`config.mk`:
```
export PLATFORM = sky130hd
export DESIGN_NAME = ckm_ram
export DESIGN_NICKNAME = d
export VERILOG_FILES = /design/src/rtl/ckm_ram.sv
export SDC_FILE = /design/constraint.sdc
export NUM_CORES = 1
export LEC_CHECK = 0
export ABC_CLOCK_PERIOD_IN_PS = 1600
export BUFFER_PORTS_ARGS = -buffer_cell sky130_fd_sc_hd__clkbuf_2
export CORE_MARGIN = 1.5
export CORE_UTILIZATION = 40
export DETAILED_ROUTE_END_ITERATION = 8
export HOLD_SLACK_MARGIN = 0.03
export PLACE_DENSITY_LB_ADDON = 0.2
export RECOVER_POWER = 25
export SYNTH_ARGS = -nofsm -noshare
export SYNTH_HDL_FRONTEND = slang
export SYNTH_SLANG_ARGS = --single-unit
```
`constraint.sdc`:
```
create_clock -name aclk -period 1.6 [get_ports aclk]
set_input_delay 0.08 -clock aclk [delete_from_list [all_inputs] [get_ports aclk]]
set_output_delay 0.08 -clock aclk [all_outputs]
set_load 0.02 [all_outputs]
```
`src/rtl/ckm_ram.sv`:
```
// Generic single-write, single-read RAM with registered read data.
// No dependencies.
module ckm_ram #(
    parameter int WIDTH = 8,
    parameter int DEPTH = 16
) (
    input  logic                     aclk,
    input  logic                     we,
    input  logic [$clog2(DEPTH)-1:0] waddr,
    input  logic [WIDTH-1:0]         wdata,
    input  logic [$clog2(DEPTH)-1:0] raddr,
    output logic [WIDTH-1:0]         rdata
);

    logic [WIDTH-1:0] mem [DEPTH];

    always_ff @(posedge aclk) begin
        if (we) begin
            mem[waddr] <= wdata;
        end
        rdata <= mem[raddr];
    end

endmodule

```
==> flow_summary.yaml <==
floorplan:
  core_area_um2: 12600
  initial_core_util: 0.410
  dieWidth_um: 116
  boundaryPins: 26
  dieArea_um2: 13600
  fp-row-count: 41
  die_y_um: 116
worst_setup_path:
  rrSetupSlack_ns: 0.23
  crit_type: "flip-flop to flip-flop"
  r2r_start: "mem[0][1]$_DFFE_PP_"
  reg2reg_to: "rdata[1]$_DFF_P_"
  worstPathMaxFanout: 1
  r2r_cells: 3
  crit_required_ns: 1.89
  end_kind: "flip-flop"
  cp_data_arrival_time_ns: 1.66
  crit_path_start_kind: "flip-flop"
route:
  wl_per_cell_um: 20.2
  wirelength_um: 9520
  vias: 2378
  ant_nets: 0
  viasPerCell: 5.05
  drt_iter0_markers: 138
  drc_errors: 0
  drt-pass1-iter-count: 4
outcome:
  status: "finished, final reports clean"
clock_network:
  clockBufferDepth: 2
  htree_num_levels: 4
  holdBufCountCts: 0
  cts_resized: 0
  insertion_delay_ns: 0.40
  postCtsSetupBuffers: 0
  cts.sinks: 136
  numCtsBuffers: 17
  cts_tree: "yes"
  cts_root_buffer: "clkbuf_16"
  clk_pin_slew_ns: 0.06
sta:
  maxSlewHeadroom: 0.503
  worst_slack_ns: 0.233
  rsz0062_at_grt: "no"
  max_freq_mhz: 731
  hold_violations: 0
  tns_ns: 0
  clock-skew-final_ns: 0.00432
  final_max_slew_viol_count: 0
  post-route-min-period_ns: 1.37
  fin_crit_sh: 0.855
  hold_ws_ns: 0.117
  worst_pin_slew_ns: 0.743
  setup_viol: 0
global_route:
  antenna_found_initial: 0
  grt_max_degree: 33
  grt_pass1_vias: 2480
  grt.total_usage: 0.156
  grt_overflow_total: 0
  grt_first_pass_wirelength_um: 14600
layout:
  nets: 304
  finalInstanceArea_um2: 6170
  seq_area_um2: 4000
  layout.cells.non_filler: 471
  drive_above_1_share: 0.304
  fillers: 1018
  antennaDiodeCount: 0
  multiInputGateArea_um2: 1060
  final_core_util: 0.491
  syn2layout_area_growth_pct: 19.9
power:
  leakage_nw: 2.08
  peakVddDrop_v: 0.000719
  p_per_area_nw_per_um2: 1310
  power_mw: 8.06
logic_synthesis:
  synth_area_um2: 5150
  netlist_instances: 229
  synth_area_per_cell_um2: 22.5
  yosysSeqAreaShare: 0.778
  synth-seq-cells: 136
  syn_nets: 247
  synth.distinct_cells: 19
  yosysWarnings: 0
placement:
  place.gp.congestion: 0.742
  portBuffers: 25
  dp_hpwl_um: 6170
  dpl.cell_count: 439
  placedInstanceArea_um2: 5610
  preCtsSetupSlack_ns: 0.110
worst_hold_path:
  hold_start: "wdata[6]"
  min_to: "mem[6][6]$_DFFE_PP_"
  hp-class: "primary input to flip-flop"
  holdPathStages: 1
job:
  drv_cap: 0
==> state kept, by name, summed over array words and instances (netlist names) <==
register,count
mem,128
rdata,8
==> how the worst max path moves through the flow <==
stage                     cells after the start                 from  slack, ns                  end
after floorplan                               2             waddr[2]       0.03  mem[0][0]$_DFFE_PP_
after global placement                        5             raddr[0]       0.08     rdata[1]$_DFF_P_
after detailed placement                      5             raddr[0]       0.11     rdata[1]$_DFF_P_
after CTS                                     3  mem[5][3]$_DFFE_PP_       0.25     rdata[3]$_DFF_P_
after global routing                          3  mem[1][2]$_DFFE_PP_       0.16     rdata[2]$_DFF_P_
final                                         3  mem[0][1]$_DFFE_PP_       0.23     rdata[1]$_DFF_P_
==> kinds of logic after synthesis <==
logic type | count (synthesis) | synth area share
flops | 136 | 0.778
buf+inv | 10 | 0.0168
simple gates | 35 | 0.0318
mux | 32 | 0.150
compound gates | 16 | 0.0233
==> layout by cell type (no fill, tap or decap), drive strengths merged <==
master,count
edfxtp,128
clkbuf,44
mux4,32
buf,23
a22oi,16
nor2,13
nand2,9
dfxtp,8
clkinv,7
nor3,4
clkinvlp,4
nand3b,2
nand2b,2
bufinv,2
nor2b,1
and2,1
and2b,1
nand3,1
or3b,1
==> area by class of cell <==
cell class,count,area share
clock inverters,13,0.0213
multi-input cells,83,0.171
repair buffers,48,0.0533
well taps,172,0.0349
clock buffers,19,0.0702
flip-flops and latches,136,0.649
==> worst max-delay path: stages (launching register included) <==
cell and delay (ns):
edfxtp_1 0.36, mux4_1 0.49, a22oi_1 0.32, nand2_1 0.08
==> report_power, final <==
part           leakage, nW  switching [mW]  internal, mW  total [mW]
clock                0.266            1.38          2.27        3.66
combinational        0.595           0.229         0.164       0.393
sequential            1.22          0.0230          3.99        4.01
total                 2.08            1.64          6.42        8.06
==> routing by layer <==
layer,up-vias,global-route usage,routed length [um]
met1,1234,0.216,4380
met3,8,0.0317,325
met2,49,0.242,4730
li1,1087,-,-
met5,-,0,0
met4,0,0.0740,83
==> cells in the mapped netlist (all sizes together) <==
cell	number	share of area
or3b	1	0.0017
buf	7	0.011
and2	1	0.0012
clkdlybuf4s25	3	0.0058
mux4	32	0.15
nand2	9	0.0066
edfxtp	128	0.75
nand2b	2	0.0024
nand3	1	0.00097
and2b	1	0.0015
nor2b	1	0.0012
a22oi	16	0.023
nor2	13	0.0095
dfxtp	8	0.031
nand3b	2	0.0029
nor3	4	0.0039
No activity file was read; power rests on OpenSTA's default activity.
