--- config.mk ---
export PLATFORM = sky130hd
export DESIGN_NAME = ckm_hash
export DESIGN_NICKNAME = d
export VERILOG_FILES = /design/src/rtl/ckm_pkg.sv /design/src/rtl/ckm_hash.sv
export SDC_FILE = /design/constraint.sdc
export NUM_CORES = 1
export LEC_CHECK = 0
export BUFFER_PORTS_ARGS = -buffer_cell sky130_fd_sc_hd__buf_2
export CORE_UTILIZATION = 44
export CTS_CLUSTER_SIZE = 28
export DETAILED_ROUTE_END_ITERATION = 8
export PLACE_DENSITY = 0.57
export SLEW_MARGIN = 0
export SYNTH_ARGS = -nofsm -noshare
export SYNTH_HDL_FRONTEND = slang
export SYNTH_SLANG_ARGS = --single-unit
--- constraint.sdc ---
create_clock -name aclk -period 14.6 [get_ports aclk]
set_clock_uncertainty 0.05 [all_clocks]
set_input_delay 0.73 -clock aclk [delete_from_list [all_inputs] [get_ports aclk]]
set_output_delay 0.73 -clock aclk [all_outputs]
set_load 0.01 [all_outputs]
--- src/rtl/ckm_pkg.sv ---
// Package for the canonical k-mer seed index: table sizing, field widths,
// status codes, table entry layout and control structs. No dependencies.
package ckm_pkg;

    // Table depth; home slot is IDX_W bits taken from the hash, so keep it a power of two.
    localparam int TABLE_ENTRIES = 4096;
    localparam int IDX_W         = $clog2(TABLE_ENTRIES);
    localparam int CNT_W         = IDX_W + 1;

    localparam int KEY_W    = 62;
    localparam int POS_W    = 32;
    localparam int K_W      = 5;
    localparam int CODE_W   = 3;
    localparam int STATUS_W = 3;
    localparam int OFF_W    = 34;
    localparam int SUM_W    = 36;

    localparam int S_TDATA_W = 72;
    localparam int M_TDATA_W = 136;

    // Hash: bits [32 +: IDX_W] of key * HASH_MULT, built from three half-width products.
    localparam int HASH_W = 32 + IDX_W;
    localparam int HALF_W = (HASH_W + 1) / 2;
    localparam logic [63:0] HASH_MULT = 64'h9E3779B97F4A7C15;

    localparam logic [K_W-1:0] K_RESET = 5'd31;
    localparam logic [K_W-1:0] K_MIN   = 5'd2;

    localparam logic [STATUS_W-1:0] ST_NO_WINDOW = 3'd0;
    localparam logic [STATUS_W-1:0] ST_PALINDROME = 3'd1;
    localparam logic [STATUS_W-1:0] ST_INSERTED  = 3'd2;
    localparam logic [STATUS_W-1:0] ST_MADE_AMBIG = 3'd3;
    localparam logic [STATUS_W-1:0] ST_FULL      = 3'd4;
    localparam logic [STATUS_W-1:0] ST_MISS      = 3'd5;
    localparam logic [STATUS_W-1:0] ST_AMBIG     = 3'd6;
    localparam logic [STATUS_W-1:0] ST_HIT       = 3'd7;

    localparam logic REQ_INDEX = 1'b0;

    typedef struct packed {
        logic              used;
        logic              ambiguous;
        logic              reverse;
        logic [POS_W-1:0]  node_length;
        logic [POS_W-1:0]  start;
        logic [POS_W-1:0]  node;
        logic [KEY_W-1:0]  key;
    } seed_entry_t;

    localparam int ENTRY_W = $bits(seed_entry_t);

    typedef enum logic [1:0] {
        TERM_NONE,
        TERM_LL,
        TERM_LH,
        TERM_HL
    } hash_term_t;

    typedef struct packed {
        logic       clear;
        hash_term_t term;
    } hash_ctl_t;

    typedef struct packed {
        logic              en;
        logic              first;
        logic [CODE_W-1:0] code;
    } win_ctl_t;

endpackage

--- src/rtl/ckm_hash.sv ---
// Shared half-width multiplier with accumulator forming the home-slot hash.
// Depends on ckm_pkg.
module ckm_hash (
    input  logic                       aclk,
    input  ckm_pkg::hash_ctl_t         ctl,
    input  logic [ckm_pkg::KEY_W-1:0]  key,
    output logic [ckm_pkg::IDX_W-1:0]  slot
);

    localparam int HW = ckm_pkg::HALF_W;
    localparam int AW = ckm_pkg::HASH_W;

    logic [HW-1:0]   op_a, op_b;
    logic [2*HW-1:0] prod;
    logic [AW-1:0]   addend, acc_reg, acc_next;

    always_comb begin
        op_a   = '0;
        op_b   = '0;
        case (ctl.term)
            ckm_pkg::TERM_LL: begin
                op_a = key[HW-1:0];
                op_b = ckm_pkg::HASH_MULT[HW-1:0];
            end
            ckm_pkg::TERM_LH: begin
                op_a = key[HW-1:0];
                op_b = ckm_pkg::HASH_MULT[2*HW-1:HW];
            end
            ckm_pkg::TERM_HL: begin
                op_a = key[2*HW-1:HW];
                op_b = ckm_pkg::HASH_MULT[HW-1:0];
            end
            default: begin
                op_a = '0;
                op_b = '0;
            end
        endcase
        prod = op_a * op_b;
        if (ctl.term == ckm_pkg::TERM_LL) begin
            addend = prod[AW-1:0];
        end else begin
            addend = {prod[AW-HW-1:0], {HW{1'b0}}};
        end
        if (ctl.term == ckm_pkg::TERM_NONE) begin
            acc_next = acc_reg;
        end else begin
            acc_next = (ctl.clear ? '0 : acc_reg) + addend;
        end
    end

    always_ff @(posedge aclk) begin
        acc_reg <= acc_next;
    end

    assign slot = acc_reg[AW-1 -: ckm_pkg::IDX_W];

endmodule

==> results.md, run 1 <==
* Post-synthesis mux area share at 0.00872
* Main flop type after synthesis: edfxtp_1
* Worst EP arrival at 11.82 ns
* DR WL met2 at 20900 um
* Mapped Nets at 2535
* Hold WC Path Type: reg2reg
* Max-cap violations at 0
* Layout cells sized above 1 at 0.0560
* Cell taking the most area after synthesis: fa_1
* Critical setup path kind: in2reg
* Final Hold Fails at 0
* Post-synth ARST share at 0
* GPL Wtd Cong at 0.912
* Die Ht at 201 um
* Global-route wire length before repair at 72000 um
* Root buf cell: clkbuf_16
* Max Buffers Root-to-Sink at 2
* Xor and xnor area share after synthesis at 0.0409
* Metal3 WL at 2000 um
* H-tree depth at 2
* CORE AREA at 38700 um2
* Final slew viol count at 0
* CTS tree: done
* Routed WL at 44300 um
* Largest net degree at the start of global routing at 45
* Number of global-route vias before repair at 13100
* Reg clk slew, reported paths at 0.07 ns
* Die X at 201 um
* Synth Cell Area at 17400 um2
* Diodes inserted at 0
* Compound-gate portion of the synthesized area at 0.106
* Starting density of the core at 0.448
* Total grt overflow at 0
* Vias per Instance at 5.09
* Synth top area share at 0.359
* CP Max Fanout at 22
* TritonCTS Buffers at 5
* # nets final at 2562
* Total track usage at 0.231
* Drt pass-1 iters at 5
* Post-CTS setup buffers at 0
* Initial antenna violation count at 1
* Actual slew at the worst max-slew pin at 1.08 ns
* Slowest cell on the critical path: ha_1
* Critical path launch point type: input pin
* Mean post-synth cell area at 9.13 um2
* Drt drc at 0
* Antenna Nets Post-Route at 0
* I/O pin total at 78
* Routed len/inst at 18.1 um
* Tcrit/Tclk final at 0.810
* Max incr delay on CP at 1.00 ns
* Adder-cell share of the synthesized area at 0.544
* Peak Freq at 84.5 MHz
* EDFF count, synth at 44
* Top area cells in the synthesized netlist: fa_1 (36%), ha_1 (19%), inv_1 (12%)
* Die area at 40200 um2
* Clock period minus worst slack at 11.83 ns
* Status: completed
* CP required at 14.59 ns
* Number of port buffers at 59
* Initial drt markers at 586
* Endpoints failing setup at 0
* Most used cell, CP: inv_1
* Ys Warns at 0
* Post-route setup TNS at 0 ns
* Buf/Inv on CP at 10
* Post-Synth Simple-Gate Area at 0.0962
* Via Count at 12400
* CTS resizes at 0
* Synth Instances at 1901
* Hold_buf cts at 0
* RSZ-0062 raised after global routing: no
* Max reg flops at 44
* Site Rows at 72
* Top Layer Used: met4
* DP HPWL at 39400 um
* Crit path capture type: register
* Worst relative slew slack at 0.281
* CP delay by family, top: adder cells
* CTS Sinks at 44
* Worst-Skew Late Latency at 0.29 ns
* Synth cell types at 68
* #FFs+latches synth at 44
* Largest family of logic cells by synthesized area: adder cells
* Area Growth Syn to Fin at 5.34%
* Post-synthesis sequential area ratio at 0.0761
* WL met1 at 20200 um
==> cells in the mapped netlist (34+ instances only) <==
cell type,n
and2_1,40
nor2_1,96
a21oi_1,87
nand2_1,64
inv_1,533
o21ai_0,34
xnor2_1,56
fa_1,311
edfxtp_1,44
a21o_1,41
nor2b_1,51
ha_1,257
==> per-stage QoR <==
step / std cells / hold slack [ns] / setup WS [ns] / utilization / cell area (um2)
2_1_floorplan: 1901 / 0.594 / 4.33 / - / 17400
3_3_place_gp: 2439 / 0.610 / 2.65 / 0.468 / 18100
3_5_place_dp: 2439 / 0.637 / 2.53 / 0.468 / 18100
4_1_cts: 2447 / 0.663 / 2.83 / 0.472 / 18300
5_1_grt: 2447 / 0.726 / 2.09 / 0.472 / 18300
6_report: 2447 / 0.657 / 2.77 / 0.472 / 18300
==> area by class of cell <==
type	count	area (um2)
Clock inverter	3	21.3
Tap cell	518	648
Timing Repair Buffer	67	355
Fill cell	3787	20500
Multi-Input combinational cell	1277	13800
Clock buffer	5	125
Inverter	533	2000
Sequential cell	44	1320
==> logic make-up after synthesis <==
logic type      count (synthesis)
compound gates                279
xor+xnor                       81
fa+ha+maj                     568
buf+inv                       580
flops                          44
mux                            14
simple gates                  335
==> layout by cell type (no fill, tap or decap), types with 41 or more instances in the layout <==
cell type	instances
buf_2	59
a21o_1	41
nor2b_1	51
a21oi_1	87
ha_1	257
nand2_1	64
edfxtp_1	44
nor2_1	96
inv_1	532
fa_1	311
xnor2_1	56
==> tightest hold or removal path: cells and delay by family, from the launching register on <==
kind / cells / cell delay [ns]
adders and majority gates: 1 / 0.14
DFF: 1 / 0.33
and+or+nand+nor: 1 / 0.14
==> per-layer routing <==
layer	GRT usage	vias up
met3	0.0273	40
met1	0.325	6166
met4	0.0573	0
met5	0	-
met2	0.379	246
li1	-	5991
==> worst paths after layout <==
kind	slack, ns	end	start	depth (start not counted)
worst min-delay path	0.66	acc_reg[0]	acc_reg[0]	2
worst min register to register	0.66	acc_reg[0]	acc_reg[0]	2
worst max register to register	10.87	acc_reg[40]	acc_reg[0]	14
worst max-delay path	2.77	acc_reg[42]	ctl[0]	40
Power of run 1 is left out: the tool's default activity adds up to more than one toggle a clock period on the data nets, which glitch-free logic cannot reach.
==> inputs of run 2 (changes only) <==
Settings changed: PLACE_DENSITY 0.57 to 0.6.
Clock period 14.6 ns to 9.6 ns, I/O delays scaled along.
==> run 2 against run 1 <==
Net effect:
- wire length is 8.1% higher
- global-route usage is 1.5 points higher
- first-iteration DRC count is 6.1% higher
- count of clock-buffer cells in the layout stayed put
- flip-flop and latch count stayed put
- via count is 10% higher
- register-to-register slack worse by 4.9 ns
- design area is 17% higher
==> results.md, run 2 (same netlist as run 1, synthesis figures left out) <==
* CP Max Fanout at 9 (-59%)
* Area Growth Syn to Fin at 22.8%
* Die area at 40200 um2 (unchanged)
* Max reg flops at 44 (unchanged)
* Buf/Inv on CP at 13 (+3)
* Reg clk slew, reported paths at 0.08 ns (about the same)
* Endpoints failing setup at 0 (unchanged)
* Commonest non-fill, non-tap cell in the layout: inv_1
* Fillers at 3484 (-8.0%)
* Die X at 201 um (unchanged)
* Worst-Skew Late Latency at 0.30 ns (about the same)
* Hold path start: acc_reg[0]
* Final Hold Fails at 0 (unchanged)
* Largest net degree at the start of global routing at 45 (unchanged)
* Die Ht at 201 um (unchanged)
* Actual slew at the worst max-slew pin at 0.860 ns (-0.218 ns)
* GPL Wtd Cong at 0.944 (+3.5%)
* Antenna Nets Post-Route at 0 (unchanged)
* Post-Place Cell Area at 20600 um2 (+13%)
* Slowest cell on the critical path: fa_1
* Site Rows at 72 (unchanged)
* Most frequent cells in the layout: inv_1 (530), buf_4 (323), fa_1 (309)
* Routed len/inst at 17.3 um (-4.5%)
* CTS Sinks at 44 (unchanged)
* CP delay by family, top: adder cells
* CP Launch Point: ctl[0]
* Routed WL at 47900 um (+8.1%)
* Post-Layout Cell Count at 2768 (+13%)
* Number of port buffers at 59 (unchanged)
* Hold WC Path Type: reg2reg
* Drt pass-1 iters at 4 (-1)
* Worst relative slew slack at 0.418 (+0.136)
* Global-route wire length before repair at 77400 um (+7.5%)
* Tcrit/Tclk final at 0.973
* Status: completed
* Critical setup path kind: in2reg
* CTS tree: done
* Cells after DPL at 2754 (+13%)
* H-tree depth at 2 (unchanged)
* Max incr delay on CP at 0.51 ns (-0.49 ns)
* Peak Freq at 107 MHz
* Total grt overflow at 0 (unchanged)
* I/O pin total at 78 (unchanged)
* Max Buffers Root-to-Sink at 2 (unchanged)
* Root buf cell: clkbuf_16
* Via Count at 13700 (+10%)
* Initial drt markers at 622 (+6.1%)
* CP required at 9.60 ns (-4.99 ns)
* Vias per Instance at 4.95 (-2.7%)
* Initial antenna violation count at 0 (-1)
* Final instance area at 21300 um2 (+17%)
* Number of global-route vias before repair at 14800 (+13%)
* # nets final at 2883 (+13%)
* Starting density of the core at 0.448 (unchanged)
* Diodes inserted at 0 (unchanged)
* CORE AREA at 38700 um2 (unchanged)
* Crit path capture type: register
* TritonCTS Buffers at 5 (unchanged)
* Clock period minus worst slack at 9.34 ns
* Critical R2R Launch: acc_reg[0]
* Total track usage at 0.246 (+0.0147)
* Final slew viol count at 0 (unchanged)
* Layout cells sized above 1 at 0.233 (+0.177)
* Max-cap violations at 0 (unchanged)
* Worst EP arrival at 9.34 ns (-2.48 ns)
* DP HPWL at 43000 um (+9.1%)
* Drt drc at 0 (unchanged)
* Critical path launch point type: input pin
run 2: cell types whose count changed in the layout (fill, tap and decap cells not counted), moves of 8 or more:
cell,change
a21oi_1,-20
a21oi_2,+19
and2_1,-9
and2_4,+8
buf_4,+315
ha_1,-15
ha_4,+10
nor2_1,-16
nor2_2,+12
run 2: worst paths after layout:
path,end,slack [ns],depth (start not counted)
setup / recovery,acc_reg[41],0.26,41
hold / removal,acc_reg[0],0.65,2
setup reg to reg,acc_reg[36],6.01,16
hold reg to reg,acc_reg[0],0.65,2
run 2: area by class of cell:
class                   count  area, um2  share of cell area
inverters                 533       2000              0.0938
clock buffers               5        125             0.00587
multi-input cells        1277      14400               0.673
clock inverters             3       46.3             0.00217
repair buffers            388       2830               0.133
well taps                 518        648              0.0304
flip-flops and latches     44       1320              0.0620
run 2: per-layer routing:
metal  share of wire  GRT usage  vias up
met5               0          0        -
met1            0.45      0.338     6699
met2            0.48      0.406      296
met3           0.042     0.0284       74
met4           0.033     0.0728        0
li1                -          -     6628
run 2: worst min-delay path, delay by kind of cell, from the launching register on:
kind                     cells  cell delay (ns)
flip-flops                   1             0.33
adder cells (fa/ha/maj)      1             0.14
AND/OR/NAND/NOR              1             0.13
run 2: per-stage QoR:
stage               setup slack [ns]   util  hold WS (ns)  TNS, ns
finish                         0.260  0.550         0.650        0
global route                 -0.0769  0.550         0.717   -0.319
CTS                          -0.0211  0.538         0.656  -0.0317
detailed placement            -0.430  0.531         0.639    -3.13
global placement              -0.393  0.531         0.609    -2.57
floorplan                     0.0138      -         0.594        0
run 2: timing repair:
action / CTS / global route
endpoints found under the setup margin: 6 / 15
gates resized for setup: 17 / 99
pin swaps: 4 / 37
hold buffers: 0 / 0
buffers inserted: 1 / 5
Power of run 2 is left out for the same reason.
