===== src/rtl/ckm_pkg.sv =====
// Package for the canonical k-mer seed index: table sizing, field widths,
// status codes, table entry layout and control structs. No dependencies.
package ckm_pkg;

    // Table depth; home slot is IDX_W bits taken from the hash, so keep it a power of two.
    localparam int TABLE_ENTRIES = 4096;
    localparam int IDX_W         = $clog2(TABLE_ENTRIES);
    localparam int CNT_W         = IDX_W + 1;

    localparam int KEY_W    = 62;
    localparam int POS_W    = 32;
    localparam int K_W      = 5;
    localparam int CODE_W   = 3;
    localparam int STATUS_W = 3;
    localparam int OFF_W    = 34;
    localparam int SUM_W    = 36;

    localparam int S_TDATA_W = 72;
    localparam int M_TDATA_W = 136;

    // Hash: bits [32 +: IDX_W] of key * HASH_MULT, built from three half-width products.
    localparam int HASH_W = 32 + IDX_W;
    localparam int HALF_W = (HASH_W + 1) / 2;
    localparam logic [63:0] HASH_MULT = 64'h9E3779B97F4A7C15;

    localparam logic [K_W-1:0] K_RESET = 5'd31;
    localparam logic [K_W-1:0] K_MIN   = 5'd2;

    localparam logic [STATUS_W-1:0] ST_NO_WINDOW = 3'd0;
    localparam logic [STATUS_W-1:0] ST_PALINDROME = 3'd1;
    localparam logic [STATUS_W-1:0] ST_INSERTED  = 3'd2;
    localparam logic [STATUS_W-1:0] ST_MADE_AMBIG = 3'd3;
    localparam logic [STATUS_W-1:0] ST_FULL      = 3'd4;
    localparam logic [STATUS_W-1:0] ST_MISS      = 3'd5;
    localparam logic [STATUS_W-1:0] ST_AMBIG     = 3'd6;
    localparam logic [STATUS_W-1:0] ST_HIT       = 3'd7;

    localparam logic REQ_INDEX = 1'b0;

    typedef struct packed {
        logic              used;
        logic              ambiguous;
        logic              reverse;
        logic [POS_W-1:0]  node_length;
        logic [POS_W-1:0]  start;
        logic [POS_W-1:0]  node;
        logic [KEY_W-1:0]  key;
    } seed_entry_t;

    localparam int ENTRY_W = $bits(seed_entry_t);

    typedef enum logic [1:0] {
        TERM_NONE,
        TERM_LL,
        TERM_LH,
        TERM_HL
    } hash_term_t;

    typedef struct packed {
        logic       clear;
        hash_term_t term;
    } hash_ctl_t;

    typedef struct packed {
        logic              en;
        logic              first;
        logic [CODE_W-1:0] code;
    } win_ctl_t;

endpackage


===== src/rtl/ckm_window.sv =====
// Rolling forward and reverse-complement k-mer windows, run length and position.
// Depends on ckm_pkg.
module ckm_window (
    input  logic                       aclk,
    input  logic                       aresetn,
    input  ckm_pkg::win_ctl_t          ctl,
    input  logic [ckm_pkg::K_W-1:0]    k,
    output logic [ckm_pkg::KEY_W-1:0]  fwd,
    output logic [ckm_pkg::KEY_W-1:0]  rev,
    output logic [ckm_pkg::K_W-1:0]    run,
    output logic [ckm_pkg::POS_W-1:0]  pos
);

    logic [ckm_pkg::KEY_W-1:0] fwd_reg, fwd_next, rev_reg, rev_next, kmask, f0, r0;
    logic [ckm_pkg::K_W-1:0]   run_reg, run_next, run0;
    logic [ckm_pkg::POS_W-1:0] next_pos_reg, next_pos_next, pos_reg, pos_next;

    always_comb begin
        kmask = ~({ckm_pkg::KEY_W{1'b1}} << {k, 1'b0});
        f0    = ctl.first ? '0 : fwd_reg;
        r0    = ctl.first ? '0 : rev_reg;
        run0  = ctl.first ? '0 : run_reg;
        pos_next      = ctl.first ? '0 : next_pos_reg;
        next_pos_next = pos_next + ckm_pkg::POS_W'(1);
        if (ctl.code > ckm_pkg::CODE_W'(3)) begin
            fwd_next = '0;
            rev_next = '0;
            run_next = '0;
        end else begin
            fwd_next = {f0[ckm_pkg::KEY_W-3:0], ctl.code[1:0]} & kmask;
            rev_next = ((r0 >> 2)
                       | ({{(ckm_pkg::KEY_W-2){1'b0}}, ~ctl.code[1:0]}
                          << {k - ckm_pkg::K_W'(1), 1'b0})) & kmask;
            run_next = (&run0) ? run0 : run0 + ckm_pkg::K_W'(1);
        end
    end

    always_ff @(posedge aclk) begin
        if (!aresetn) begin
            fwd_reg      <= '0;
            rev_reg      <= '0;
            run_reg      <= '0;
            next_pos_reg <= '0;
            pos_reg      <= '0;
        end else if (ctl.en) begin
            fwd_reg      <= fwd_next;
            rev_reg      <= rev_next;
            run_reg      <= run_next;
            next_pos_reg <= next_pos_next;
            pos_reg      <= pos_next;
        end
    end

    assign fwd = fwd_reg;
    assign rev = rev_reg;
    assign run = run_reg;
    assign pos = pos_reg;

endmodule


===== config.mk =====
export PLATFORM = sky130hd
export DESIGN_NAME = ckm_window
export DESIGN_NICKNAME = d
export VERILOG_FILES = /design/src/rtl/ckm_pkg.sv /design/src/rtl/ckm_window.sv
export SDC_FILE = /design/constraint.sdc
export NUM_CORES = 1
export LEC_CHECK = 0
export ABC_CLOCK_PERIOD_IN_PS = 3200
export BUFFER_PORTS_ARGS = -buffer_cell sky130_fd_sc_hd__buf_2
export CELL_PAD_IN_SITES_DETAIL_PLACEMENT = 1
export CELL_PAD_IN_SITES_GLOBAL_PLACEMENT = 1
export CORE_AREA = 2 2 179 128
export CTS_CLUSTER_SIZE = 40
export DETAILED_ROUTE_END_ITERATION = 10
export DIE_AREA = 0 0 181 130
export HOLD_SLACK_MARGIN = 0.02
export PLACE_DENSITY = 0.82
export SLEW_MARGIN = 10
export SYNTH_ARGS = -nofsm -noshare
export SYNTH_HDL_FRONTEND = slang
export SYNTH_SLANG_ARGS = --single-unit

===== constraint.sdc =====
create_clock -name aclk -period 3.2 [get_ports aclk]
set_clock_uncertainty 0.15 [all_clocks]
set_input_delay 0.64 -clock aclk [delete_from_list [all_inputs] [get_ports aclk]]
set_output_delay 0.64 -clock aclk [all_outputs]
set_load 0.05 [all_outputs]

==> results of run 1 <==
==> power by group <==
group	switching, mW	internal [mW]	leakage, nW
Sequential	0.00632	2.41	1.55
Combinational	0.290	0.102	2.36
Clock	1.03	1.19	0.281
==> path summary, 6_finish.rpt <==
check | from | to | cells after the start
setup / recovery | ctl[3] | next_pos_reg[27]$_SDFFE_PN0P_ | 6
hold / removal | fwd[60]$_SDFFE_PN0P_ | fwd[60]$_SDFFE_PN0P_ | 2
setup reg to reg | next_pos_reg[1]$_SDFFE_PN0P_ | next_pos_reg[10]$_SDFFE_PN0P_ | 7
hold reg to reg | fwd[60]$_SDFFE_PN0P_ | fwd[60]$_SDFFE_PN0P_ | 2
==> per-layer routing <==
metal  up-vias  routed length, µm  GRT usage
met3        44               2890     0.0790
met1      4208              15000      0.378
met5         -                  0          0
met4         0                504     0.0703
li1       3945                  -          -
met2       390              13000      0.388
==> cell type report <==
class,count,share of cell area
well taps,288,0.0342
inverters,15,0.00558
clock buffers,19,0.0420
multi-input cells,723,0.430
clock inverters,13,0.0145
repair buffers,205,0.107
flip-flops and latches,193,0.367
==> cell families after synthesis <==
kind of cell | Yosys count | synth area share
mux | 14 | 0.0159
buf+inv | 101 | 0.0467
xor+xnor | 12 | 0.0119
flops | 193 | 0.439
fa+ha+maj | 6 | 0.00852
simple gates | 411 | 0.250
compound gates | 280 | 0.228
==> through the flow <==
stage | cells | hold slack [ns]
6_report | 1456 | 0.327
5_1_grt | 1456 | 0.356
4_1_cts | 1456 | 0.329
3_5_place_dp | 1424 | 0.313
3_3_place_gp | 1424 | 0.306
2_1_floorplan | 1017 | 0.293
==> cell usage after synthesis, types with 28 or more instances <==
cell type	n	area (µm²)
sky130_fd_sc_hd__dfxtp_1	193	3860
sky130_fd_sc_hd__nand2_1	114	428
sky130_fd_sc_hd__nor2b_1	95	594
sky130_fd_sc_hd__a22oi_1	63	473
sky130_fd_sc_hd__clkbuf_1	59	221
sky130_fd_sc_hd__and2_1	43	269
sky130_fd_sc_hd__nor2_1	38	143
sky130_fd_sc_hd__a32oi_1	35	307
sky130_fd_sc_hd__nand3_1	33	165
sky130_fd_sc_hd__a21oi_1	32	160
sky130_fd_sc_hd__o21ai_0	29	145
sky130_fd_sc_hd__o21ai_1	28	140
==> worst max-delay path: cells and delay by family <==
family / cells / cell delay [ns]
buffers and inverters: 1 / 0.29
multiplexers: 1 / 0.22
AND/OR/NAND/NOR: 4 / 1.48
==> impl_metrics.toml, run 1 <==
[sta]
setup_viol = 0
achievable-frequency_mhz = 416
tightestPinTransition_ns = 0.998
max-slew-margin-rel = 0.332
grt_setup_unrepaired = "no"
final_critical_path_setup_slack_ns = 0.795
final.setup.tns_ns = 0
finalMaxSlewViolations = 0
finalCriticalPeriod_ns = 2.41
post-route-period-util = 0.752
timing.final.hold_violations = 0

[status]
outcome = "complete, no violations"

[clock_network]
clkSlewWorstSetupHoldPaths_ns = 0.08
post_cts_buffers = 0
clock_insertion_delay_worst_skew_ns = 0.45
cts_hold_buf = 0
post_cts_resized = 0
clock_path_buffers = 2
htreeDepth = 4
number_of_sinks_driven_by_the_clock_tree = 193
tritoncts.num_buffers = 17
cts_root_buffer = "sky130_fd_sc_hd__clkbuf_16"
tritoncts = "done"

[placement]
total_half_perimeter_wirelength_after_legalization_and_detailed_placement_um = 22300
port_buffers = 172
placement.cell_area_mm2 = 0.00994
post-place-ws_ns = 0.373
finalWeightedCongestion = 0.932

[detailed_routing]
wl_per_cell_um = 21.6
count_of_tritonroute_iterations_in_the_first_routing_pass = 5
drt_wl_total_um = 31400
drt_drc_violations_left = 0
vias_per_cell = 5.90
vias = 8587
antenna_left = 0
first_iter_violations = 712

[worst_setup_path]
worst-r2r-setup-slack_ns = 0.96
timing.critical_path.from_type = "input pin"
worst_ep_arrival_time_ns = 2.63
timing.setup.critical_path_class = "input pin to flip-flop"
critPathRequiredTime_ns = 3.43
timing.critical_path.slowest_cell_delay_ns = 0.48
crit_path_cell_trace = "buf_2 > nand3b_1 > nor3_2 > nand4_1 > nor3_1 > mux2i_1"
critPathSlowestCell = "sky130_fd_sc_hd__nor3_2"
endpoint_kind = "flip-flop"
crit_fanout = 29

[global_route]
grt_max_degree = 62
vias_in_the_first_global_route = 8253
grt_antenna_before_repair = 0
grt_first_pass_wirelength_um = 48500
global_route.overflow_total = 0
globalRouteTotalUtil = 0.264

[yosys]
synth_async_sr_flop_share = 0
synth_cells = 1017
synth_nets = 1035
synth.lib_cells_used.distinct = 68
sequential_share_of_the_synthesized_area = 0.439
netlist_area_mm2 = 0.00881
synth.ff_latch_count = 193
synth_enable_flop_cells = 0
synth_warnings = 0
syn-mean-instance-area_um2 = 8.66
ys.flop_type = "sky130_fd_sc_hd__dfxtp_1"

[final_layout]
area_of_combinational_cells_with_multiple_inputs_mm2 = 0.00453
register_area_mm2 = 0.00386
fillerInstances = 2632
leading_cell_type_in_the_layout_fill_and_taps_excluded = "sky130_fd_sc_hd__dfxtp_1"
final_core_util = 0.477
final_nets = 1173
final_design_area_no_fill_mm2 = 0.0105
layout_common_cells = "193 x sky130_fd_sc_hd__dfxtp_1, 171 x sky130_fd_sc_hd__buf_2, 114 x sky130_fd_sc_hd__nand2_1, 94 x sky130_fd_sc_hd__nor2b_1, 63 x sky130_fd_sc_hd__a22oi_1"
final_layout_size_suffix_gt1_frac = 0.210
flow.area_growth_from_synthesis_pct = 19.6
n_antenna_cell = 0

[floorplan]
initial_utilization = 0.398
fp.dieH_um = 130
horizontal_die_dimension_um = 181
placement_rows = 46
fp.dieArea_mm2 = 0.0235
core_area_mm2 = 0.0221
floorplan.io_pins = 173

[pwr]
vdd.ir_drop.worst_mv = 0.371
total_leakage_power_nw = 4.20
power.density_cell_area_mw_per_mm2 = 476
total_power_mw = 5.02

[hold_path]
hold_path_class = "flip-flop to flip-flop"

[run]
drv.max_cap_violation_count = 0
Power figures use the tool's default switching activity.
==> inputs of run 2 (changes only) <==
ABC_CLOCK_PERIOD_IN_PS = 1930   (was 3200)
CORE_AREA = 2 2 188 135   (was 2 2 179 128)
DIE_AREA = 0 0 190 137   (was 0 0 181 130)
PLACE_DENSITY = 0.78   (was 0.82)
clock period = 1.93 ns   (was 3.2 ns; I/O delays follow)
==> impl_metrics.toml, run 2 (same netlist as run 1, synthesis figures left out) <==
[status]
outcome = "complete, no violations"

[clock_network]
cts_hold_buf = 0
number_of_sinks_driven_by_the_clock_tree = 193
clock_insertion_delay_worst_skew_ns = 0.44
clock_path_buffers = 2
tritoncts.num_buffers = 17
post_cts_buffers = 0
tritoncts = "done"
htreeDepth = 4
cts_root_buffer = "sky130_fd_sc_hd__clkbuf_16"
clkSlewWorstSetupHoldPaths_ns = 0.07

[floorplan]
fp.dieArea_mm2 = 0.0260
initial_utilization = 0.364
fp.dieH_um = 137
placement_rows = 48
horizontal_die_dimension_um = 190
core_area_mm2 = 0.0242
floorplan.io_pins = 173

[sta]
hold_slack_ns = 0.234
tightestPinTransition_ns = 0.591
timing.final.hold_violations = 0
post-route-period-util = 0.945
max-slew-margin-rel = 0.603
finalCriticalPeriod_ns = 1.82
finalMaxSlewViolations = 0
final_critical_path_setup_slack_ns = 0.106
achievable-frequency_mhz = 548
setup_viol = 0
grt_setup_unrepaired = "no"

[final_layout]
finish.cell_count_without_fillers = 1615
layout_common_cells = "192 x sky130_fd_sc_hd__dfxtp_1, 171 x sky130_fd_sc_hd__buf_2, 149 x sky130_fd_sc_hd__buf_4, 111 x sky130_fd_sc_hd__nand2_1, 92 x sky130_fd_sc_hd__nor2b_1"
flow.area_growth_from_synthesis_pct = 33.3
leading_cell_type_in_the_layout_fill_and_taps_excluded = "sky130_fd_sc_hd__dfxtp_1"
n_antenna_cell = 0
fillerInstances = 2861
final_nets = 1295
final_layout_size_suffix_gt1_frac = 0.309

[detailed_routing]
drt_drc_violations_left = 0
drt_wl_total_um = 32900
antenna_left = 0
count_of_tritonroute_iterations_in_the_first_routing_pass = 6
wl_per_cell_um = 20.3
vias_per_cell = 5.60
vias = 9040
first_iter_violations = 620

[placement]
port_buffers = 172
finalWeightedCongestion = 0.966
total_half_perimeter_wirelength_after_legalization_and_detailed_placement_um = 24500
post-place-ws_ns = -0.288
dpl.cell_count = 1583

[worst_setup_path]
endpoint_kind = "flip-flop"
timing.setup.critical_path_class = "flip-flop to flip-flop"
worst_ep_arrival_time_ns = 2.01
crit_fanout = 4
critPathSlowestCell = "sky130_fd_sc_hd__or4b_1"
critPathRequiredTime_ns = 2.11
crit_path_cell_trace = "buf_4 > and3_1 > nand3_1 > or4b_1 > xor2_1 > and2_1"
timing.critical_path.from_type = "flip-flop"
timing.critical_path.slowest_cell_delay_ns = 0.50

[global_route]
vias_in_the_first_global_route = 8873
globalRouteTotalUtil = 0.253
grt_max_degree = 67
global_route.overflow_total = 0
grt_first_pass_wirelength_um = 51500
grt_antenna_before_repair = 0

[run]
drv.max_cap_violation_count = 0

[hold_path]
hold_path_class = "input pin to flip-flop"

[pwr]
total_power_mw = 8.62
total_leakage_power_nw = 4.86
vdd.ir_drop.worst_mv = 0.632
power.density_cell_area_mw_per_mm2 = 734
-- run 2: cell type report --
class | count | area [µm²] | share of cell area
multi-input cells | 723 | 4690 | 0.399
flip-flops and latches | 193 | 3860 | 0.329
repair buffers | 327 | 2110 | 0.180
clock buffers | 19 | 443 | 0.0377
well taps | 325 | 407 | 0.0347
clock inverters | 13 | 160 | 0.0136
inverters | 15 | 58.8 | 0.00501
-- run 2: per-stage QoR --
step / TNS [ns] / util / area (µm²)
after floorplan: -2.22 / - / 9010
after global placement: -10.30 / 0.459 / 11100
after detailed placement: -16.41 / 0.459 / 11100
after CTS: 0 / 0.484 / 11700
after global routing: 0 / 0.485 / 11700
final: 0 / 0.485 / 11700
-- run 2: metal layers --
layer,vias to the layer above,global-route usage,routed length [µm]
li1,4212,-,-
met1,4454,0.365,15600
met2,342,0.371,13900
met3,32,0.0713,2960
met4,0,0.0590,439
met5,-,0,0
-- run 2: where the power goes --
| part | switching (mW) | internal [mW] |
|---|---|---|
| registers | 0.00785 | 3.99 |
| clock network | 1.68 | 2.08 |
| logic | 0.538 | 0.323 |
| total | 2.23 | 6.39 |
-- run 2: worst paths after layout --
check	slack, ns	end	cells past startpoint	start
max	0.11	next_pos_reg[9]$_SDFFE_PN0P_	6	next_pos_reg[1]$_SDFFE_PN0P_
min	0.23	fwd[0]$_SDFFE_PN0P_	3	ctl[0]
max reg2reg	0.11	next_pos_reg[9]$_SDFFE_PN0P_	6	next_pos_reg[1]$_SDFFE_PN0P_
min reg2reg	0.31	fwd[61]$_SDFFE_PN0P_	2	fwd[61]$_SDFFE_PN0P_
-- run 2: critical path: cells and delay by family (launching register included) --
family        cells  cell delay (ns)
xor+xnor          1             0.15
buf+inv           1             0.13
flops             1             0.34
simple gates      4             0.96
-- run 2: timing repair --
action                     CTS  global route
resized for setup            0             7
setup endpoints to repair    0            10
hold endpoints to repair     0             0
